$ cat src/hdl/hpack_pkg.sv
// Package: shared types, constants and event codes of the HPACK header block parser.
`default_nettype none
package hpack_pkg;
    localparam int LENGTH_BITS = 16;
    localparam int QUEUE_DEPTH = 4;
    localparam int QUEUE_AW = 2;
    localparam int OUT_DEPTH = 4;
    localparam int OUT_AW = 2;

    typedef enum logic [3:0] {
        PH_IDLE       = 4'd0,
        PH_NAME_LEN   = 4'd1,
        PH_NAME_CONT  = 4'd2,
        PH_NAME_STR   = 4'd3,
        PH_VALUE_LEN  = 4'd4,
        PH_VALUE_CONT = 4'd5,
        PH_VALUE_STR  = 4'd6
    } t_phase;

    typedef enum logic [2:0] {
        EV_INDEXED    = 3'd0,
        EV_NAME_BYTE  = 3'd1,
        EV_VALUE_BYTE = 3'd2,
        EV_HEADER_END = 3'd3,
        EV_BLOCK_END  = 3'd4,
        EV_ERROR      = 3'd5
    } t_event;

    typedef enum logic [1:0] {
        REG_TABLE_ENTRIES = 2'd0,
        REG_NAME_KEEP     = 2'd1,
        REG_VALUE_KEEP    = 2'd2
    } t_reg_index;

    // Byte classes found by the front end
    typedef enum logic [2:0] {
        CL_INDEXED   = 3'd0,
        CL_LIT_INDEX = 3'd1,
        CL_LIT_NAME  = 3'd2,
        CL_IGNORE    = 3'd3
    } t_class;

    typedef struct packed {
        logic [7:0] data_byte;
        logic       block_last;
        t_class     cls;
        logic [6:0] idx;
    } t_word;

    typedef struct packed {
        t_event                 ev;
        logic [6:0]             table_index;
        logic [7:0]             out_byte;
        logic [LENGTH_BITS-1:0] name_length;
        logic [LENGTH_BITS-1:0] value_length;
        logic                   name_huffman;
        logic                   value_huffman;
        logic                   result_last;
    } t_result;
endpackage
`default_nettype wire

$ cat src/hdl/hpack_front.sv
// Front end: accept bytes, classify first-byte patterns, feed a short queue.
`default_nettype none
module hpack_front (
    input  wire                 i_clk,
    input  wire                 i_rst_n,
    input  wire                 i_push,
    output logic                o_full,
    input  wire  [7:0]          i_data_byte,
    input  wire                 i_block_last,
    output hpack_pkg::t_word    o_word,
    output logic                o_valid,
    input  wire                 i_take
);
    hpack_pkg::t_word            r_mem [hpack_pkg::QUEUE_DEPTH];
    logic [hpack_pkg::QUEUE_AW-1:0] r_wp, r_rp;
    logic [hpack_pkg::QUEUE_AW:0]   r_cnt;
    hpack_pkg::t_word            w_in;
    logic                        w_wr, w_rd;

    always_comb begin
        w_in.data_byte  = i_data_byte;
        w_in.block_last = i_block_last;
        w_in.idx        = i_data_byte[6:0];
        if (i_data_byte[7]) begin
            w_in.cls = hpack_pkg::CL_INDEXED;
        end else if (i_data_byte[6]) begin
            w_in.cls = hpack_pkg::CL_LIT_INDEX;
            w_in.idx = {1'b0, i_data_byte[5:0]};
        end else if (i_data_byte == 8'h00 || i_data_byte == 8'h10) begin
            w_in.cls = hpack_pkg::CL_LIT_NAME;
        end else begin
            w_in.cls = hpack_pkg::CL_IGNORE;
        end
    end

    assign o_full  = (r_cnt == (hpack_pkg::QUEUE_AW+1)'(hpack_pkg::QUEUE_DEPTH));
    assign w_wr    = i_push && !o_full;
    assign o_valid = (r_cnt != '0);
    assign w_rd    = i_take && o_valid;
    assign o_word  = r_mem[r_rp];

    always_ff @(posedge i_clk) begin
        if (w_wr) begin
            r_mem[r_wp] <= w_in;
        end
        if (!i_rst_n) begin
            r_wp  <= '0;
            r_rp  <= '0;
            r_cnt <= '0;
        end else begin
            if (w_wr) r_wp <= r_wp + 1'b1;
            if (w_rd) r_rp <= r_rp + 1'b1;
            r_cnt <= r_cnt + (hpack_pkg::QUEUE_AW+1)'(w_wr) - (hpack_pkg::QUEUE_AW+1)'(w_rd);
        end
    end

    assert property (@(posedge i_clk) disable iff (!i_rst_n)
        r_cnt <= (hpack_pkg::QUEUE_AW+1)'(hpack_pkg::QUEUE_DEPTH))
        else $error("front queue overfilled");
    assert property (@(posedge i_clk) disable iff (!i_rst_n)
        w_wr && !w_rd |=> r_cnt == $past(r_cnt) + 1'b1)
        else $error("front queue count lost a write");
    assert property (@(posedge i_clk) disable iff (!i_rst_n)
        (r_cnt == '0) |-> !w_rd)
        else $error("front queue read while empty");
endmodule
`default_nettype wire

$ cat src/hdl/hpack_back.sv
// Back end: parse state machine producing up to three results per byte.
`default_nettype none
module hpack_back (
    input  wire                 i_clk,
    input  wire                 i_rst_n,
    input  hpack_pkg::t_word    i_word,
    input  wire                 i_valid,
    output logic                o_take,
    input  wire  [6:0]          i_table_entries,
    input  wire  [7:0]          i_name_keep,
    input  wire  [7:0]          i_value_keep,
    output hpack_pkg::t_result  o_res0,
    output hpack_pkg::t_result  o_res1,
    output hpack_pkg::t_result  o_res2,
    output logic [1:0]          o_nres,
    input  wire                 i_room
);
    localparam int LB = hpack_pkg::LENGTH_BITS;

    hpack_pkg::t_phase r_phase, n_phase;
    logic [LB:0]       r_acc, n_acc;
    logic [5:0]        r_shift, n_shift;
    logic [LB-1:0]     r_rem, n_rem;
    logic [7:0]        r_kept, n_kept;
    logic              r_huf, n_huf;
    logic [6:0]        r_nidx, n_nidx;
    logic [LB-1:0]     r_nlen, n_nlen;
    logic              r_nhuf, n_nhuf;
    logic              r_err, n_err;

    hpack_pkg::t_result w_r [3];
    logic [1:0]        w_n;
    logic [7:0]        b;
    logic [6:0]        v;
    logic              w_val, w_known, w_fail;
    logic [LB:0]       w_sum;
    logic [7:0]        w_lim;

    assign o_take = i_valid && i_room;

    always_comb begin
        n_phase = r_phase; n_acc = r_acc; n_shift = r_shift; n_rem = r_rem;
        n_kept = r_kept; n_huf = r_huf; n_nidx = r_nidx; n_nlen = r_nlen;
        n_nhuf = r_nhuf; n_err = r_err;
        w_n = '0;
        for (int k = 0; k < 3; k++) w_r[k] = '0;
        b = i_word.data_byte;
        v = b[6:0];
        w_known = 1'b0;
        w_fail = 1'b0;
        w_sum = '0;
        w_val = (r_phase == hpack_pkg::PH_VALUE_LEN) || (r_phase == hpack_pkg::PH_VALUE_CONT)
             || (r_phase == hpack_pkg::PH_VALUE_STR);
        w_lim = w_val ? i_value_keep : i_name_keep;

        if (!r_err) begin
            case (r_phase)
                hpack_pkg::PH_IDLE: begin
                    case (i_word.cls)
                        hpack_pkg::CL_INDEXED: begin
                            if (i_word.idx == '0) begin
                                w_fail = 1'b1;
                            end else if (i_word.idx < i_table_entries) begin
                                w_r[0].ev = hpack_pkg::EV_INDEXED;
                                w_r[0].table_index = i_word.idx;
                                w_n = 2'd1;
                            end
                        end
                        hpack_pkg::CL_LIT_INDEX: begin
                            n_acc = '0; n_shift = '0; n_rem = '0; n_kept = '0;
                            n_huf = 1'b0; n_nlen = '0; n_nhuf = 1'b0; n_nidx = '0;
                            if (i_word.idx == '0) begin
                                n_phase = hpack_pkg::PH_NAME_LEN;
                            end else begin
                                n_nidx = (i_word.idx < i_table_entries) ? i_word.idx : '0;
                                n_phase = hpack_pkg::PH_VALUE_LEN;
                            end
                        end
                        hpack_pkg::CL_LIT_NAME: begin
                            n_acc = '0; n_shift = '0; n_rem = '0; n_kept = '0;
                            n_huf = 1'b0; n_nlen = '0; n_nhuf = 1'b0; n_nidx = '0;
                            n_phase = hpack_pkg::PH_NAME_LEN;
                        end
                        default: ;
                    endcase
                end
                hpack_pkg::PH_NAME_LEN, hpack_pkg::PH_VALUE_LEN: begin
                    n_huf = b[7];
                    n_acc = (LB+1)'(v);
                    n_shift = '0;
                    if (v != 7'h7F) w_known = 1'b1;
                    else n_phase = w_val ? hpack_pkg::PH_VALUE_CONT : hpack_pkg::PH_NAME_CONT;
                end
                hpack_pkg::PH_NAME_CONT, hpack_pkg::PH_VALUE_CONT: begin
                    if (v != '0) begin
                        if (r_shift >= 6'(LB)) begin
                            w_fail = 1'b1;
                        end else begin
                            w_sum = r_acc + ((LB+1)'(v) << r_shift);
                            // carry out of 7 bits past the top also overflows
                            if (w_sum[LB] || (r_shift + 6'd7 > 6'(LB)
                                && ((v >> (6'(LB) - r_shift)) != '0))) w_fail = 1'b1;
                            n_acc = w_sum;
                        end
                    end
                    if (!w_fail) begin
                        n_shift = (r_shift + 6'd7 > 6'(LB)) ? 6'(LB) : r_shift + 6'd7;
                        if (!b[7]) w_known = 1'b1;
                    end
                end
                hpack_pkg::PH_NAME_STR, hpack_pkg::PH_VALUE_STR: begin
                    if (!r_huf && r_kept < w_lim) begin
                        w_r[0].ev = w_val ? hpack_pkg::EV_VALUE_BYTE : hpack_pkg::EV_NAME_BYTE;
                        w_r[0].out_byte = b;
                        w_n = 2'd1;
                        n_kept = r_kept + 1'b1;
                    end
                    n_rem = (r_rem != '0) ? r_rem - 1'b1 : r_rem;
                    if (n_rem == '0) begin
                        if (!w_val) begin
                            n_nlen = r_acc[LB-1:0]; n_nhuf = r_huf;
                            n_phase = hpack_pkg::PH_VALUE_LEN;
                        end else begin
                            w_r[w_n].ev = hpack_pkg::EV_HEADER_END;
                            w_r[w_n].table_index = r_nidx;
                            w_r[w_n].name_length = r_nlen;
                            w_r[w_n].value_length = r_acc[LB-1:0];
                            w_r[w_n].name_huffman = r_nhuf;
                            w_r[w_n].value_huffman = r_huf;
                            w_n = w_n + 1'b1;
                            n_phase = hpack_pkg::PH_IDLE;
                            n_acc = '0; n_shift = '0; n_rem = '0; n_kept = '0; n_huf = 1'b0;
                            n_nidx = '0; n_nlen = '0; n_nhuf = 1'b0;
                        end
                    end
                end
                default: n_phase = hpack_pkg::PH_IDLE;
            endcase

            if (w_known) begin
                if (n_acc == '0) begin
                    if (!w_val) begin
                        n_nlen = '0; n_nhuf = n_huf;
                        n_phase = hpack_pkg::PH_VALUE_LEN;
                    end else begin
                        w_r[0].ev = hpack_pkg::EV_HEADER_END;
                        w_r[0].table_index = r_nidx;
                        w_r[0].name_length = r_nlen;
                        w_r[0].name_huffman = r_nhuf;
                        w_r[0].value_huffman = n_huf;
                        w_n = 2'd1;
                        n_phase = hpack_pkg::PH_IDLE;
                        n_acc = '0; n_shift = '0; n_rem = '0; n_kept = '0; n_huf = 1'b0;
                        n_nidx = '0; n_nlen = '0; n_nhuf = 1'b0;
                    end
                end else begin
                    n_rem = n_acc[LB-1:0];
                    n_kept = '0;
                    n_phase = w_val ? hpack_pkg::PH_VALUE_STR : hpack_pkg::PH_NAME_STR;
                end
            end

            if (w_fail) begin
                w_r[0] = '0;
                w_r[0].ev = hpack_pkg::EV_ERROR;
                w_n = 2'd1;
                n_phase = hpack_pkg::PH_IDLE;
                n_acc = '0; n_shift = '0; n_rem = '0; n_kept = '0; n_huf = 1'b0;
                n_nidx = '0; n_nlen = '0; n_nhuf = 1'b0;
                n_err = 1'b1;
            end
        end

        if (i_word.block_last) begin
            if (!n_err && n_phase != hpack_pkg::PH_IDLE) begin
                w_r[w_n] = '0;
                w_r[w_n].ev = hpack_pkg::EV_ERROR;
                w_n = w_n + 1'b1;
            end
            w_r[w_n] = '0;
            w_r[w_n].ev = hpack_pkg::EV_BLOCK_END;
            w_n = w_n + 1'b1;
            n_phase = hpack_pkg::PH_IDLE;
            n_acc = '0; n_shift = '0; n_rem = '0; n_kept = '0; n_huf = 1'b0;
            n_nidx = '0; n_nlen = '0; n_nhuf = 1'b0;
            n_err = 1'b0;
        end
        if (w_n != '0) w_r[w_n - 1'b1].result_last = 1'b1;
    end

    assign o_res0 = w_r[0];
    assign o_res1 = w_r[1];
    assign o_res2 = w_r[2];
    assign o_nres = o_take ? w_n : 2'd0;

    always_ff @(posedge i_clk) begin
        if (!i_rst_n) begin
            r_phase <= hpack_pkg::PH_IDLE;
            r_acc <= '0; r_shift <= '0; r_rem <= '0; r_kept <= '0; r_huf <= 1'b0;
            r_nidx <= '0; r_nlen <= '0; r_nhuf <= 1'b0; r_err <= 1'b0;
        end else if (o_take) begin
            r_phase <= n_phase; r_acc <= n_acc; r_shift <= n_shift; r_rem <= n_rem;
            r_kept <= n_kept; r_huf <= n_huf; r_nidx <= n_nidx; r_nlen <= n_nlen;
            r_nhuf <= n_nhuf; r_err <= n_err;
        end
    end

    assert property (@(posedge i_clk) disable iff (!i_rst_n)
        o_take && i_word.block_last |=> r_phase == hpack_pkg::PH_IDLE && !r_err)
        else $error("block end left parse state");
    assert property (@(posedge i_clk) disable iff (!i_rst_n)
        r_err |-> r_phase == hpack_pkg::PH_IDLE)
        else $error("error state while parsing");
    assert property (@(posedge i_clk) disable iff (!i_rst_n)
        o_take && i_word.block_last |-> o_nres != 2'd0)
        else $error("block end without result");
endmodule
`default_nettype wire

$ cat src/hdl/hpack_out_queue.sv
// Result queue: takes up to three results a cycle, hands out one.
`default_nettype none
module hpack_out_queue (
    input  wire                 i_clk,
    input  wire                 i_rst_n,
    input  hpack_pkg::t_result  i_res0,
    input  hpack_pkg::t_result  i_res1,
    input  hpack_pkg::t_result  i_res2,
    input  wire  [1:0]          i_nres,
    output logic                o_room,
    output hpack_pkg::t_result  o_head,
    output logic                o_empty,
    input  wire                 i_pop
);
    hpack_pkg::t_result r_mem [hpack_pkg::OUT_DEPTH];
    logic [hpack_pkg::OUT_AW-1:0] r_wp, r_rp;
    logic [hpack_pkg::OUT_AW:0]   r_cnt;
    logic w_rd;

    assign o_empty = (r_cnt == '0);
    assign o_head  = r_mem[r_rp];
    assign w_rd    = i_pop && !o_empty;
    // room for a worst-case byte of three results
    assign o_room  = (r_cnt <= (hpack_pkg::OUT_AW+1)'(hpack_pkg::OUT_DEPTH - 3));

    always_ff @(posedge i_clk) begin
        if (i_nres > 2'd0) r_mem[r_wp] <= i_res0;
        if (i_nres > 2'd1) r_mem[r_wp + 1'b1] <= i_res1;
        if (i_nres > 2'd2) r_mem[r_wp + 2'd2] <= i_res2;
        if (!i_rst_n) begin
            r_wp <= '0; r_rp <= '0; r_cnt <= '0;
        end else begin
            r_wp  <= r_wp + hpack_pkg::OUT_AW'(i_nres);
            if (w_rd) r_rp <= r_rp + 1'b1;
            r_cnt <= r_cnt + (hpack_pkg::OUT_AW+1)'(i_nres) - (hpack_pkg::OUT_AW+1)'(w_rd);
        end
    end

    assert property (@(posedge i_clk) disable iff (!i_rst_n)
        r_cnt <= (hpack_pkg::OUT_AW+1)'(hpack_pkg::OUT_DEPTH))
        else $error("result queue overfilled");
    assert property (@(posedge i_clk) disable iff (!i_rst_n)
        !o_room |-> i_nres == 2'd0)
        else $error("results written without room");
    assert property (@(posedge i_clk) disable iff (!i_rst_n)
        o_empty |-> !w_rd)
        else $error("result read while empty");
endmodule
`default_nettype wire

$ cat src/hdl/hpack_header_block_parser.sv
// Top level of the HPACK header block parser: config registers, front, back, result queue.
// A byte accepted into the front queue is parsed by the combinational back end, which writes its
// results into the result queue; from there they can be popped.
// Throughput: one byte a cycle; the back end stalls unless three result slots are free.
// Reset (i_rst_n low, synchronous) empties both queues, clears parse state and
// restores the registers to 61, 127 and 255.
`default_nettype none
module hpack_header_block_parser (
    input  wire         i_clk,
    input  wire         i_rst_n,
    input  wire         push,
    output logic        full,
    input  wire  [7:0]  i_data_byte,
    input  wire         i_block_last,
    output logic        empty,
    input  wire         pop,
    output logic [2:0]  o_event_res,
    output logic [6:0]  o_table_index,
    output logic [7:0]  o_out_byte,
    output logic [hpack_pkg::LENGTH_BITS-1:0] o_name_length,
    output logic [hpack_pkg::LENGTH_BITS-1:0] o_value_length,
    output logic        o_name_huffman,
    output logic        o_value_huffman,
    output logic        o_result_last,
    input  wire         i_cfg_we,
    input  wire  [1:0]  i_cfg_index,
    input  wire  [7:0]  i_cfg_data
);
    logic [6:0] r_table_entries;
    logic [7:0] r_name_keep;
    logic [7:0] r_value_keep;

    hpack_pkg::t_word   w_word;
    logic               w_valid, w_take, w_room;
    hpack_pkg::t_result w_r0, w_r1, w_r2, w_head;
    logic [1:0]         w_nres;

    // Register writes take effect at once: write only while no byte is in flight
    always_ff @(posedge i_clk) begin
        if (!i_rst_n) begin
            r_table_entries <= 7'd61;
            r_name_keep     <= 8'd127;
            r_value_keep    <= 8'd255;
        end else if (i_cfg_we) begin
            case (i_cfg_index)
                hpack_pkg::REG_TABLE_ENTRIES: r_table_entries <= i_cfg_data[6:0];
                hpack_pkg::REG_NAME_KEEP:     r_name_keep     <= i_cfg_data;
                hpack_pkg::REG_VALUE_KEEP:    r_value_keep    <= i_cfg_data;
                default: ;
            endcase
        end
    end

    // Front: accept and classify each word
    hpack_front u_front (
        .i_clk(i_clk), .i_rst_n(i_rst_n), .i_push(push), .o_full(full),
        .i_data_byte(i_data_byte), .i_block_last(i_block_last),
        .o_word(w_word), .o_valid(w_valid), .i_take(w_take)
    );

    // Back: advance the parse and emit results
    hpack_back u_back (
        .i_clk(i_clk), .i_rst_n(i_rst_n), .i_word(w_word), .i_valid(w_valid),
        .o_take(w_take), .i_table_entries(r_table_entries),
        .i_name_keep(r_name_keep), .i_value_keep(r_value_keep),
        .o_res0(w_r0), .o_res1(w_r1), .o_res2(w_r2), .o_nres(w_nres), .i_room(w_room)
    );

    // Hold results until popped
    hpack_out_queue u_outq (
        .i_clk(i_clk), .i_rst_n(i_rst_n), .i_res0(w_r0), .i_res1(w_r1), .i_res2(w_r2),
        .i_nres(w_nres), .o_room(w_room), .o_head(w_head), .o_empty(empty), .i_pop(pop)
    );

    assign o_event_res     = w_head.ev;
    assign o_table_index   = w_head.table_index;
    assign o_out_byte      = w_head.out_byte;
    assign o_name_length   = w_head.name_length;
    assign o_value_length  = w_head.value_length;
    assign o_name_huffman  = w_head.name_huffman;
    assign o_value_huffman = w_head.value_huffman;
    assign o_result_last   = w_head.result_last;

    assert property (@(posedge i_clk) disable iff (!i_rst_n)
        r_table_entries == $past(r_table_entries) || $past(i_cfg_we))
        else $error("table size changed without a write");
    assert property (@(posedge i_clk) disable iff (!i_rst_n)
        !empty |-> o_event_res <= 3'd5)
        else $error("undefined event code on output");
    assert property (@(posedge i_clk) disable iff (!i_rst_n)
        !empty && o_event_res == 3'd4 |-> o_result_last)
        else $error("block end not last result");
endmodule
`default_nettype wire
$ cat config.mk
export PLATFORM = sky130hd
export DESIGN_NAME = hpack_header_block_parser
export DESIGN_NICKNAME = d
export VERILOG_FILES = /design/src/hdl/hpack_pkg.sv /design/src/hdl/hpack_front.sv /design/src/hdl/hpack_back.sv /design/src/hdl/hpack_out_queue.sv /design/src/hdl/hpack_header_block_parser.sv
export SDC_FILE = /design/constraint.sdc
export NUM_CORES = 1
export LEC_CHECK = 0
export ABC_AREA = 1
export BUFFER_PORTS_ARGS = -buffer_cell sky130_fd_sc_hd__buf_4
export CAP_MARGIN = 15
export CORE_ASPECT_RATIO = 1.1
export CORE_MARGIN = 3
export CORE_UTILIZATION = 30
export DETAILED_ROUTE_END_ITERATION = 12
export GPL_ROUTABILITY_DRIVEN = 1
export GPL_TIMING_DRIVEN = 1
export PLACE_DENSITY = 0.4
export SYNTH_ARGS = -nofsm -noshare
export SYNTH_HDL_FRONTEND = slang
export SYNTH_SLANG_ARGS = --single-unit
$ cat constraint.sdc
create_clock -name i_clk -period 10.36 [get_ports i_clk]
set_input_delay 1.554 -clock i_clk [delete_from_list [all_inputs] [get_ports i_clk]]
set_output_delay 1.554 -clock i_clk [all_outputs]
set_load 0.1 [all_outputs]
; ---- Word-level counts from Yosys, hierarchy flattened
; Memories as Yosys holds them, arrays and structs flattened. A register that Yosys moved wholly into a read port is not among the register bits.
; Cells that the tools add are included.
[word_totals]
memories = 2
mem_bits_rw = 284
register_bits = 114
inputBits = 24
out_inout_bits = 55
elab_cells = 332
[op_classes]
n_shift = 2
n_eq_ne = 14
n_bitwise = 8
n_addsub = 19
mux = 211
magnitude_cmp = 16
reduce_logical = 41
[mem_list]
columns = memory, depth, word_bits, rd, rd_ports_with_merged_regs, write_ports, line_no
row1 = u_outq.r_mem, 4, 53, 1, 1, 3, hpack_out_queue.sv:15  ; hpack_pkg::t_result r_mem [hpack_pkg::OUT_DEPTH];
row2 = u_front.r_mem, 4, 18, 1, 1, 1, hpack_front.sv:14  ; hpack_pkg::t_word r_mem [hpack_pkg::QUEUE_DEPTH];
[ops]
columns = op, n
row1 = bitwise mux 159 bit, 9
row2 = demux 53 bit (select 2 bit), 11
row3 = two-way mux 159 bit, 7
row4 = two-way mux 16 bit, 21
row5 = bitwise AND 159 bit, 2
row6 = two-way mux 53 bit, 6
row7 = inverter 159 bit, 2
row8 = two-way mux 17 bit, 12
row9 = two-way mux 149 bit, 1
row10 = two-way mux 8 bit, 14
row11 = two-way mux 7 bit, 12
row12 = case mux 17 bit (4 select lines), 1
row13 = two-way mux 6 bit, 11
row14 = case mux 16 bit (2 select lines), 2
row15 = two-way mux 2 bit, 26
row16 = two-way mux 10 bit, 5
row17 = two-way mux 50 bit, 1
row18 = two-way mux 1 bit, 43
row19 = two-way mux 35 bit, 1
row20 = two-way mux 4 bit, 7
row21 = case mux 7 bit (2 select lines), 2
row22 = two-way mux 3 bit, 8
row23 = case mux 6 bit (4 select lines), 1
row24 = case mux 10 bit (2 select lines), 1
row25 = 59 further kinds, 105

; ---- Longest topological paths before layout
; Gate-level depths: netlist of the first run.
[depth]
depth_word = 37
depth_mapped = 56

; ---- Cells and area by module
; Synthesis of the first run repeated with hierarchy kept, for this count alone.
[unflattened]
cells_unflattened = 3812
area_unflattened_um2 = 26053.7
[modules_own_cells]
columns = mod, cells_each, seq_area_each_um2, n_inst, area_per_inst_um2
row1 = hpack_out_queue, 1850, 6546.3, 1, 13349.1
row2 = hpack_back, 1652, 1541.5, 1, 9390.3
row3 = hpack_front, 199, 1621.6, 1, 2359.8
row4 = hpack_header_block_parser, 111, 460.4, 1, 954.7

; ---- Least setup slack after synthesis of the first run
; No wires, ideal clock.
[synth_path]
kind = register to register
startpoint = register (tool-made name)
endpoint = memory u_outq.r_mem[0][0] (netlist name), enable pin
required_time_ns = 9.948
setup_slack_ns = 3.044
period_less_slack_ns = 7.316
arrival_ns = 6.904
path_stages_with_launch = 56
cell_sequence = dfxtp_1 clkbuf_2 inv_2 buf_2 nand2_1 nand3_1 nand2_1 inv_1 nand2_1 o21ai_0 nand2_1 nor2_1 inv_1 nor2_1 inv_1 fa_1 inv_1 nand3_1 [20 not listed] nand3_1 nor2_1 nand2_2 nand2_2 inv_1 nor2_1 nor2_1 ha_1 o21ai_1 inv_1 nor2_2 inv_1 nor2_2 inv_2 buf_2 nand2_2 inv_2 nand2_1
[synth_lines]
columns = element, line_no
row1 = "end, declared", hpack_out_queue.sv:15

==> results of run 1 <==
-- final cells by class --
type | count | area (um2)
Sequential cell | 378 | 10200
Tap cell | 1045 | 1310
Clock buffer | 66 | 1330
Inverter | 406 | 1530
Clock inverter | 21 | 190
Fill cell | 8471 | 52000
Timing Repair Buffer | 136 | 1100
Multi-Input combinational cell | 2430 | 11700
-- sequential cells by signal (all words and copies together), names as in the netlist, 3 cells and up, named ones only --
signal           flops
u_outq.r_mem       212
u_front.r_mem       48
u_back.r_acc        17
u_back.r_nlen       16
u_back.r_rem        16
r_name_keep          8
r_value_keep         8
u_back.r_kept        8
r_table_entries      7
u_back.r_nidx        7
u_back.r_shift       6
u_back.r_phase       4
u_front.r_cnt        3
u_outq.r_cnt         3
-- path summary, 6_finish.rpt --
kind / start / end / slack, ns / depth (start not counted)
setup / recovery: flop / u_outq.r_mem[0][13] / 1.62 / 42
hold / removal: r_name_keep[5] / r_name_keep[5] / 0.46 / 2
hold reg to reg: r_name_keep[5] / r_name_keep[5] / 0.46 / 2
setup reg to reg: flop / u_outq.r_mem[0][13] / 1.62 / 42
-- cells by family (layout without fill, tap and decap cells) --
family,count (synthesis),count (layout),synth area share [%]
mux,8,8,0.331
flops,378,378,42.1
simple gates,1821,1821,31.3
buf+inv,586,629,9.78
fa+ha+maj,59,59,3.15
compound gates,520,520,12.5
xor+xnor,22,22,0.797
-- routing by layer --
layer | GRT usage, % | vias up | routed length [um] | share of wire (%)
met4 | 8.46 | 0 | 3750 | 3.7
met5 | 0 | - | 0 | 0
met3 | 2.36 | 168 | 4310 | 4.3
met1 | 30.1 | 11129 | 43700 | 43
met2 | 40.8 | 672 | 49100 | 49
li1 | - | 11152 | - | -
-- worst register-to-register path: cells and delay by family, from the launching register on --
| kind | cells | cell delay [ns] |
|---|---|---|
| adders and majority gates | 3 | 0.91 |
| and+or+nand+nor | 27 | 4.43 |
| buffers and inverters | 8 | 1.33 |
| DFF | 1 | 0.82 |
| AOI/OAI and AO/OA | 4 | 0.94 |
-- synth_stat cells, types with 5 or more instances --
library cell,number
mux2i_1,8
clkbuf_1,130
inv_1,372
buf_6,14
nand2_2,19
o221ai_1,16
o21bai_1,5
nor2_2,12
a22oi_1,16
buf_4,10
nand2_1,992
a21oi_1,120
buf_2,16
a32oi_1,16
inv_2,28
o2111ai_1,9
ha_1,56
nor2_4,5
o21ai_1,5
nand3_4,5
dfxtp_1,118
xnor2_1,5
nand3_1,139
a31oi_1,6
edfxtp_1,260
nor2_1,506
o211ai_1,13
nor3_1,31
clkinv_1,6
xor2_1,17
o21ai_0,219
o22ai_1,71
o32ai_1,5
nand4_1,92
buf_1,9
-- metrics by stage --
step	setup WS, ns	std cells
after global placement	1.78	4394
after global routing	0.701	4482
after floorplan	3.04	3394
after CTS	1.64	4481
final	1.62	4482
after detailed placement	1.63	4394
-- cell usage in the layout, fill, tap and decap left out, drive strengths merged, types with 21 or more instances in the layout --
| cell | n |
|---|---|
| buf | 136 |
| o22ai | 71 |
| ha | 56 |
| inv | 400 |
| a21oi | 121 |
| o21ai | 224 |
| nand2 | 1013 |
| nor3 | 31 |
| edfxtp | 260 |
| clkinv | 21 |
| clkbuf | 66 |
| nand4 | 95 |
| nand3 | 147 |
| nor2 | 523 |
| dfxtp | 118 |
==> metrics.cfg, run 1 <==
[floorplanning]
coreArea_mm2 = 0.0793
ioPinCount = 79
start_util_pct = 30.5
die_height_um = 304
die-area_mm2 = 0.0840
die_width_um = 277
row_count = 108

[sta]
hold_viol = 0
period_minus_slack_ns = 8.74
slew_violations = 0
fin_crit_sh_pct = 84.4
worst_slew_pin_slew_ns = 1.14
fmax_mhz = 114
relSlewSlack_pct = 23.3
hold_slack_ns = 0.461
skew_ns = 0.0324
setup_viol = 0
tns_ns = 0
rsz0062_at_grt = no

[placed_design]
hpwlAfterDp_mm = 69.3
dpl_cell_area_mm2 = 0.0257
gp_congestion = 0.928
placement.io_buffers = 78

[yosys]
synth_area_leader_cell = edfxtp_1
synth_nets = 3477
synthFlopType = edfxtp_1
synth_warnings = 0
synth-seq-cells = 378
synth_cell_types = 56
synth.avg_cell_area_um2 = 7.12
synth.top_cells.by_area = edfxtp_1, nand2_1, dfxtp_1, nor2_1, inv_1
ys_seq_area_share_pct = 42.1
netlist.area_leader.share_pct = 32.3
synth-async-reset-ratio_pct = 0
syn_inst = 3394
syn-cell-area_mm2 = 0.0242
synth_edf_count = 260

[finish]
fin_area_mm2 = 0.0273
fin_util_pct = 34.4
final_layout_size_suffix_gt1_share_pct = 8.44
area.growth.synth_to_final_pct = 12.9
diodes = 0
nNetsFinal = 3483

[global_route]
antenna_found_initial = 0
track_usage_pct = 23.4
grt_pass1_vias = 22882
grt_pass1_wl_mm = 150
grt_max_degree = 80
overflow = 0

[drt]
first_pass_iters = 6
vias_per_cell = 5.16
drt_iter0_drc = 1783
drtAntennaViolNets = 0
vias = 23121
totalWireLength_mm = 101
drcViolationCount = 0
post_drt_wl_per_cell_um = 22.5

[setup_path]
critPathMaxStageDelay_ns = 0.82
required_ns = 10.66
arrival_ns = 9.05
slowest_stage = dfxtp_1
crit_buf_inv = 8
crit_path_end_kind = flop
cp_max_fo = 25
cp_top_family = simple AND/OR/NAND/NOR gates
cp_common_cell = nand2_1
worstSetupStartpointType = flop
path_class = reg -> reg

[status]
status = finished clean

[clocking]
clk_pin_slew_ns = 0.05
cts-root-buf = clkbuf_16
clk_latency_ns = 0.61
hold_buffers = 0
cts_tree = done
cts-htree-levels = 2
cts-resized-gates = 0
postCtsSetupBuffers = 0
cts_buffers = 48
cts_max_path_buffers = 3
cts.sinks = 378

[min_path]
hold_path_class = reg -> reg

[run]
cap_violations = 0

Power of run 1 is not shown: default switching activity piles up to over one toggle a cycle in this logic, so the estimate is an artifact.
==> inputs of run 2 (changes only) <==
Clock period 10.36 ns to 9.1 ns, I/O delays scaled along.
==> run 2 against run 1 <==
Compared with the run above:
- final cell count unchanged
- count of clock-buffer cells in the layout is 3 lower
- wire length shrank 1.9%
- maximum frequency rose by 8.6%
- core utilization shrank 0.065 points
- die area unchanged
- via count shrank 0.65%
- setup slack got worse by 0.56 ns
- sequential share of layout area increased by 0.070 points
- clock skew up 0.0071 ns
- non-clock buffer count rose by 4
- hold slack got worse by 0.018 ns
- critical path type unchanged
- largest cell class unchanged
==> metrics.cfg, run 2 (synthesis results as in run 1) <==
[drt]
totalWireLength_mm = 99.0  ; was 101 mm
vias_per_cell = 5.13  ; was 5.16
post_drt_wl_per_cell_um = 22.1  ; was 22.5 um
vias = 22971  ; was 23.1k
drt_iter0_drc = 1984  ; was 1783
drcViolationCount = 0  ; unchanged
first_pass_iters = 6  ; unchanged
drtAntennaViolNets = 0  ; unchanged

[finish]
regMostFlops = u_outq.r_mem  ; unchanged
final_common_cell = nand2_1  ; unchanged
multi_input_area_mm2 = 0.0117  ; unchanged
largestRegisters = u_outq.r_mem x212, u_front.r_mem x48, u_back.r_acc x17  ; unchanged
nNetsFinal = 3484  ; was 3483
diodes = 0  ; unchanged
final_layout_size_suffix_gt1_share_pct = 8.67  ; was 8.44%
largest_reg_flops = 212  ; unchanged
fillCellCount = 8431  ; was 8471
mostFrequentLayoutCells = nand2_1, nor2_1, inv_1  ; unchanged
layout.area.seq_mm2 = 0.0102  ; unchanged
fin_util_pct = 34.3  ; was 34.4%
area.growth.synth_to_final_pct = 12.7  ; was 12.9%

[clocking]
cts_buffers = 45  ; was 48
cts.sinks = 378  ; unchanged
postCtsSetupBuffers = 0  ; unchanged
cts-root-buf = clkbuf_16  ; unchanged
hold_buffers = 0  ; unchanged
cts_tree = done  ; unchanged
cts-resized-gates = 0  ; unchanged
clk_latency_ns = 0.60  ; was 0.61 ns
cts_max_path_buffers = 3  ; unchanged
cts-htree-levels = 2  ; unchanged
clk_pin_slew_ns = 0.06  ; was 0.05 ns

[setup_path]
path_class = reg -> reg  ; unchanged
worstSetupStartpointType = flop  ; unchanged
required_ns = 9.33  ; was 10.66 ns
cp_max_fo = 53  ; was 25
critPathMaxStageDelay_ns = 0.59  ; was 0.82 ns
slowest_stage = dfxtp_1  ; unchanged
crit_path_end_kind = flop  ; unchanged
cp_common_cell = nand2_1  ; unchanged
arrival_ns = 8.28  ; was 9.05 ns
r2r_cells = 42  ; unchanged

[placed_design]
hpwlAfterDp_mm = 67.9  ; was 69.3 mm
place_ws_ns = 1.08  ; was 1.63 ns
gp_congestion = 0.925  ; was 0.928
placement.io_buffers = 78  ; unchanged

[sta]
fin_crit_sh_pct = 88.4  ; was 84.4%
skew_ns = 0.0395  ; was 0.0324 ns
setup_viol = 0  ; unchanged
relSlewSlack_pct = 22.3  ; was 23.3%
worst_slew_pin_slew_ns = 1.16  ; was 1.14 ns
setup_ws_ns = 1.05  ; was 1.62 ns
tns_ns = 0  ; unchanged
period_minus_slack_ns = 8.05  ; was 8.74 ns
hold_slack_ns = 0.444  ; was 0.461 ns
hold_viol = 0  ; unchanged
rsz0062_at_grt = no  ; unchanged
fmax_mhz = 124  ; was 114 MHz
slew_violations = 0  ; unchanged

[floorplanning]
ioPinCount = 79  ; unchanged
die_height_um = 304  ; unchanged
die_width_um = 277  ; unchanged
coreArea_mm2 = 0.0793  ; unchanged
start_util_pct = 30.5  ; unchanged
die-area_mm2 = 0.0840  ; unchanged
row_count = 108  ; unchanged

[status]
status = finished clean  ; unchanged

[run]
cap_violations = 0  ; unchanged

[global_route]
grt_pass1_wl_mm = 149  ; was 150 mm
track_usage_pct = 23.1  ; was 23.4%
grt_max_degree = 80  ; unchanged
overflow = 0  ; unchanged
antenna_found_initial = 0  ; unchanged
grt_pass1_vias = 22369  ; was 22.9k

[min_path]
whs_path_depth = 1  ; was 2
hold_path_class = reg -> reg  ; unchanged

==> run 2: changes by cell type in the layout (fill, tap and decap cells not counted) <==
cell	delta
clkinv_1	-8
clkinv_2	+6
buf_12	+3
buf_4	+2
bufinv_16	-2
clkbuf_16	-2
buf_16	-1
clkbuf_8	-1
clkinv_4	+1
clkinvlp_4	+1
inv_6	+1
==> run 2: path summary, 6_finish.rpt <==
check	endpoint	slack [ns]	startpoint
min reg2reg	flop	0.44	u_outq.r_rp[0]
min	flop	0.44	u_outq.r_rp[0]
max reg2reg	u_outq.r_mem[0][41]	1.05	flop
max	u_outq.r_mem[0][41]	1.05	flop
==> run 2: area by class of cell <==
| class | count | share of cell area [%] |
|---|---|---|
| inverters | 406 | 5.60 |
| repair buffers | 140 | 4.23 |
| clock buffers | 63 | 4.65 |
| clock inverters | 20 | 0.570 |
| multi-input cells | 2430 | 42.8 |
| well taps | 1045 | 4.80 |
| flip-flops and latches | 378 | 37.4 |
==> run 2: metrics by stage <==
step,instances,instance area (um2)
after floorplan,3394,24200
after global placement,4399,25800
after detailed placement,4399,25800
after CTS,4482,27200
after global routing,4482,27200
final,4482,27200
==> run 2: worst max-delay path, delay by kind of cell, from the launching register on <==
family / cells / cell delay [ns]
AND/OR/NAND/NOR: 25 / 3.60
buffers and inverters: 8 / 1.37
flip-flops: 1 / 0.59
AO/OA/AOI/OAI: 6 / 1.20
adder cells (fa/ha/maj): 3 / 0.90
==> run 2: routing by layer <==
layer / wire [um] / track usage (%) / vias up
met5: 0 / 0 / -
met4: 3000 / 6.88 / 0
met3: 5380 / 3.29 / 156
met2: 48300 / 40.4 / 747
met1: 42200 / 29.4 / 10920
li1: - / - / 11148
Power of run 2 is left out for the same reason.
